## src/hw/rtl/glos_pkg.sv

```systemverilog
// Shared types and constants for the grid line-of-sight checker.
// No dependencies; every other source file uses this package.
package glos_pkg;

  localparam int CRD_W = 8;             // coordinate width
  localparam int CELL_W = 8;            // occupancy cell width
  localparam int ERR_W = 11;            // doubled Bresenham error, signed
  localparam int CFG_IDX_W = 2;
  localparam int CFG_DATA_W = 9;
  localparam int MAP_W = 9;

  localparam int DEF_GRID_COLUMNS = 256;
  localparam int DEF_GRID_ROWS = 256;

  localparam logic [CELL_W-1:0] CELL_FREE = 8'd255;
  localparam logic [CELL_W-1:0] THRESH_RST = 8'd200;
  localparam logic [MAP_W-1:0] MAP_DIM_RST = 9'd256;

  localparam logic OP_WRITE = 1'b0;
  localparam logic OP_QUERY = 1'b1;

  localparam logic [CFG_IDX_W-1:0] CFG_THRESHOLD = 2'd0;
  localparam logic [CFG_IDX_W-1:0] CFG_MAP_WIDTH = 2'd1;
  localparam logic [CFG_IDX_W-1:0] CFG_MAP_HEIGHT = 2'd2;

  typedef struct packed {
    logic clr_en;    // clearing sweep writes one entry
    logic wr_en;     // cell write item transferred
    logic q_start;   // query transferred, load walk setup
    logic walk;      // one step along the major axis
    logic load_out;  // move result into output register
  } glos_cmd_t;

  typedef struct packed {
    logic clr_last;  // sweep at last entry
    logic walk_last; // current step is the last one
    logic zero_len;  // incoming query has equal endpoints
  } glos_sts_t;

endpackage

```

## src/hw/rtl/glos_ctrl.sv

```systemverilog
// Controller FSM: clearing sweep, item intake, line walk and result hand-off.
// Depends on glos_pkg; drives glos_dp through glos_cmd_t.
module glos_ctrl (
  input  logic                clk,
  input  logic                rst_n,
  input  glos_pkg::glos_sts_t sts,
  input  logic                in_valid,
  input  logic                in_op,
  input  logic                out_ready,
  output logic                in_ready,
  output logic                out_valid,
  output glos_pkg::glos_cmd_t cmd
);
  import glos_pkg::*;

  typedef enum logic [4:0] {
    S_CLEAR = 5'b00001,
    S_IDLE  = 5'b00010,
    S_WALK  = 5'b00100,
    S_LAST  = 5'b01000,
    S_HOLD  = 5'b10000
  } state_t;

  state_t state_r, state_nxt;
  logic   out_valid_r, out_valid_nxt;

  assign in_ready  = (state_r == S_IDLE);
  assign out_valid = out_valid_r;

  always_comb begin
    state_nxt = state_r;
    cmd       = '0;
    case (state_r)
      S_CLEAR: begin
        cmd.clr_en = 1'b1;
        if (sts.clr_last) state_nxt = S_IDLE;
      end
      S_IDLE: begin
        if (in_valid) begin
          if (in_op == OP_WRITE) begin
            cmd.wr_en = 1'b1;
          end else begin
            cmd.q_start = 1'b1;
            state_nxt   = sts.zero_len ? S_HOLD : S_WALK;
          end
        end
      end
      S_WALK: begin
        cmd.walk = 1'b1;
        if (sts.walk_last) state_nxt = S_LAST;
      end
      // last read returns here; blocked flag settles at this edge
      S_LAST: state_nxt = S_HOLD;
      S_HOLD: begin
        if (!out_valid_r || out_ready) begin
          cmd.load_out = 1'b1;
          state_nxt    = S_IDLE;
        end
      end
      default: state_nxt = S_CLEAR;
    endcase
  end

  always_comb begin
    out_valid_nxt = out_valid_r;
    if (cmd.load_out) out_valid_nxt = 1'b1;
    else if (out_ready) out_valid_nxt = 1'b0;
  end

  always_ff @(posedge clk) begin
    if (!rst_n) begin
      state_r     <= S_CLEAR;
      out_valid_r <= 1'b0;
    end else begin
      state_r     <= state_nxt;
      out_valid_r <= out_valid_nxt;
    end
  end

endmodule

```

## config.mk

```make
export PLATFORM = sky130hd
export DESIGN_NAME = glos_ctrl
export DESIGN_NICKNAME = d
export VERILOG_FILES = /design/src/hw/rtl/glos_pkg.sv /design/src/hw/rtl/glos_ctrl.sv
export SDC_FILE = /design/constraint.sdc
export NUM_CORES = 1
export LEC_CHECK = 0
export BUFFER_PORTS_ARGS = -buffer_cell sky130_fd_sc_hd__buf_4
export CAP_MARGIN = 20
export CORE_AREA = 3 3 40 42
export DETAILED_ROUTE_END_ITERATION = 10
export DIE_AREA = 0 0 43 45
export SYNTH_ARGS = -nofsm -noshare
export SYNTH_HDL_FRONTEND = slang
export SYNTH_SLANG_ARGS = --single-unit
```

## constraint.sdc

```tcl
create_clock -name clk -period 2 [get_ports clk]
set_input_delay 0.6 -clock clk [delete_from_list [all_inputs] [get_ports clk]]
set_output_delay 0.6 -clock clk [all_outputs]
set_load 0.005 [all_outputs]
```

==> results_dict.tcl <==
set metrics [dict create \
    drc 0 \
    die_x_um 43 \
    ir_drop_v 0.000426 \
    wl_per_cell_um 12.2 \
    firstDrtPassIters 3 \
    min_path_cells 2 \
    yosysSeqAreaShare_pct 28.0 \
    tightest_slew_ns 0.344 \
    final_cell_mix "buf_4 (16), inv_1 (4), nand2_1 (4)" \
    clk_latency_ns 0.24 \
    final_common_cell "buf_4" \
    cts.sinks 6 \
    core_area_um2 1280 \
    yosys_warnings 0 \
    drv_slew 0 \
    startpoint "state_r[1]" \
    setup_violations 0 \
    synth_seq_cells 6 \
    dp_hpwl_um 762 \
    routed_wl_mm 1.00 \
    synthCells 53 \
    tritoncts "yes" \
    cts_buffers 3 \
    drtAntennaViolNets 0 \
    crit_family "simple AND/OR/NAND/NOR gates" \
    skew_ns 0.00322 \
    ff2ff_setup_slack_ns 0.51 \
    min_path_type "register to register" \
    cp_slowest_stage_delay_ns 0.38 \
    clkTransAtPathRegs_ns 0.04 \
    layout-drive-gt1-share_pct 46.3 \
    grt_pass1_vias 350 \
    crit_path_end "cmd[0]" \
    r2r_cells 5 \
    h-tree-depth 1 \
    grt_start_max_net_pins 11 \
    period_needed_ns 1.93 \
    drtIter0Drc 3 \
    fin_nets 77 \
    crit_type "register to primary output" \
    cts_buffer_depth 2 \
    arrival_ns 1.33 \
    worst_hold_slack_ns 0.556 \
    p_leak_nw 0.263 \
    ys_types 29 \
    hold_viol_final 0 \
    status "completed" \
    syn_area_um2 429 \
    grt-ovfl-total 0 \
    cp-end-kind "primary output" \
    area_growth_pct 39.1 \
    critPathMaxFanout 10 \
    cp.depth 4 \
    crit_chain "nor3_4, nor3b_4, nor2b_1, buf_4" \
    postSynthAreaPerCell_um2 8.10 \
    power.density_nw_per_um2 1090 \
    relSlewSlack_pct 76.9 \
    gp_congestion 0.722 \
    synth_fp_nets 61 \
    dieArea_um2 1940 \
    num_rows 13 \
    antenna_found_initial 0 \
    setup_slack_ns 0.0744 \
    io_pins 15 \
    max_cap_violations 0 \
    fmax_ghz 0.519 \
    grt_pass1_wl_mm 1.49 \
    grt_usage_pct 10.7 \
    r2r-end "state_r[1]" \
    slowest_stage "dfxtp_4" \
    cts-root-buf "clkbuf_4" \
    dp_slack_ns 0.189 \
    worst_ep_required_time_ns 1.40 \
    port_buffers 14 \
    start_util_pct 33.4 \
    num_vias 411 \
    min_period_over_period_pct 96.3 \
    critical_path_buf_inv_count 1 \
    die_h_um 45 \
    diodes 0 \
    r2r-start "state_r[4]" \
    avgViaCountPerCell 5.01 \
    startpoint_type "register" \
]
[state kept, by name, summed over array words and instances, names as in the netlist]
| signal | count |
|---|---|
| state_r | 5 |
| out_valid | 1 |
[how the worst min path moves through the flow]
stage	start	end	slack, ns
after global placement	state_r[1]	state_r[1]	0.59
final	state_r[1]	state_r[1]	0.56
after global routing	state_r[1]	state_r[1]	0.58
after detailed placement	state_r[1]	state_r[1]	0.60
after CTS	state_r[1]	state_r[1]	0.61
after floorplan	state_r[2]	state_r[0]	0.56
[timing repair]
| item | CTS | global route |
|---|---|---|
| endpoints found under the setup margin | 1 | 4 |
| buffers inserted | 0 | 1 |
| hold buffers | 0 | 0 |
| pin swaps | 0 | 3 |
| endpoints found under the hold margin | 0 | 0 |
| gates resized for setup | 2 | 12 |
[per-stage QoR]
| step | std cells | total power [W] | setup TNS [ns] | cell area, um2 | util (%) |
|---|---|---|---|---|---|
| 3_3_place_gp | 78 | 0.000462 | 0 | 518 | 40.3 |
| 2_1_floorplan | 53 | 0.000397 | 0 | 429 | - |
| 3_5_place_dp | 78 | 0.000464 | 0 | 518 | 40.3 |
| 4_1_cts | 81 | 0.000585 | 0 | 552 | 42.9 |
| 5_1_grt | 82 | 0.000695 | -0.0197 | 597 | 46.4 |
| 6_report | 82 | 0.000648 | 0 | 597 | 46.4 |
[per-layer routing]
layer  up-vias  global-route usage [%]  routed length (um)
li1        217                       -                   -
met1       184                    12.1                 408
met2        10                    16.2                 534
met3         0                    5.18                  60
met5         -                       0                   0
met4         0                    6.63                   0
[cells in the mapped netlist]
master	instances	area, um2
nor3_1	2	10.0
nand3_1	3	15.0
nor3b_1	1	7.51
nor4_2	1	12.5
xor2_1	2	17.5
a32o_1	1	10.0
o21ai_0	3	15.0
o21a_1	1	7.51
buf_6	2	22.5
inv_1	4	15.0
buf_2	1	5.00
nor2b_1	2	12.5
a21oi_1	1	5.00
and4b_1	1	10.0
nor4bb_1	1	10.0
a211oi_2	1	12.5
dfxtp_1	6	120
mux2i_1	1	10.0
nor3_2	1	10.0
a31oi_1	1	6.26
nand2_1	5	18.8
and3_1	2	12.5
and3_2	1	7.51
nor2_1	3	11.3
a211oi_1	1	7.51
o21bai_1	1	7.51
or2b_1	1	7.51
buf_4	2	15.0
o211ai_1	1	7.51
[area by class of cell]
cell class | count | area (um2)
Clock buffer | 3 | 22.5
Fill cell | 128 | 688
Inverter | 4 | 15.0
Multi-Input combinational cell | 38 | 290
Sequential cell | 6 | 130
Tap cell | 15 | 18.8
Timing Repair Buffer | 16 | 120
[kinds of logic (layout without fill, tap and decap cells)]
kind of cell / count (synthesis) / in the layout / synth area share, %
flip-flops: 6 / 6 / 28.0
AO/OA/AOI/OAI: 11 / 11 / 18.4
XOR/XNOR: 2 / 2 / 4.08
buffers and inverters: 9 / 23 / 13.4
multiplexers: 1 / 1 / 2.33
AND/OR/NAND/NOR: 24 / 24 / 33.8
[worst reg2reg max path, delay by kind of cell (launching register included)]
| kind | cells | cell delay (ns) |
|---|---|---|
| buffers and inverters | 1 | 0.12 |
| DFF | 1 | 0.41 |
| AOI/OAI and AO/OA | 2 | 0.57 |
| and+or+nand+nor | 1 | 0.08 |
| muxes | 1 | 0.23 |
[report_power, final]
| part | leakage (nW) | switching [W] | total (W) | internal, W |
|---|---|---|---|---|
| clock | 0.0138 | 0.0000406 | 0.000108 | 0.0000677 |
| combinational | 0.199 | 0.000129 | 0.000297 | 0.000168 |
| sequential | 0.0507 | 0.0000833 | 0.000243 | 0.000160 |
| total | 0.263 | 0.000253 | 0.000648 | 0.000395 |
(Power assumes the default switching activity.)
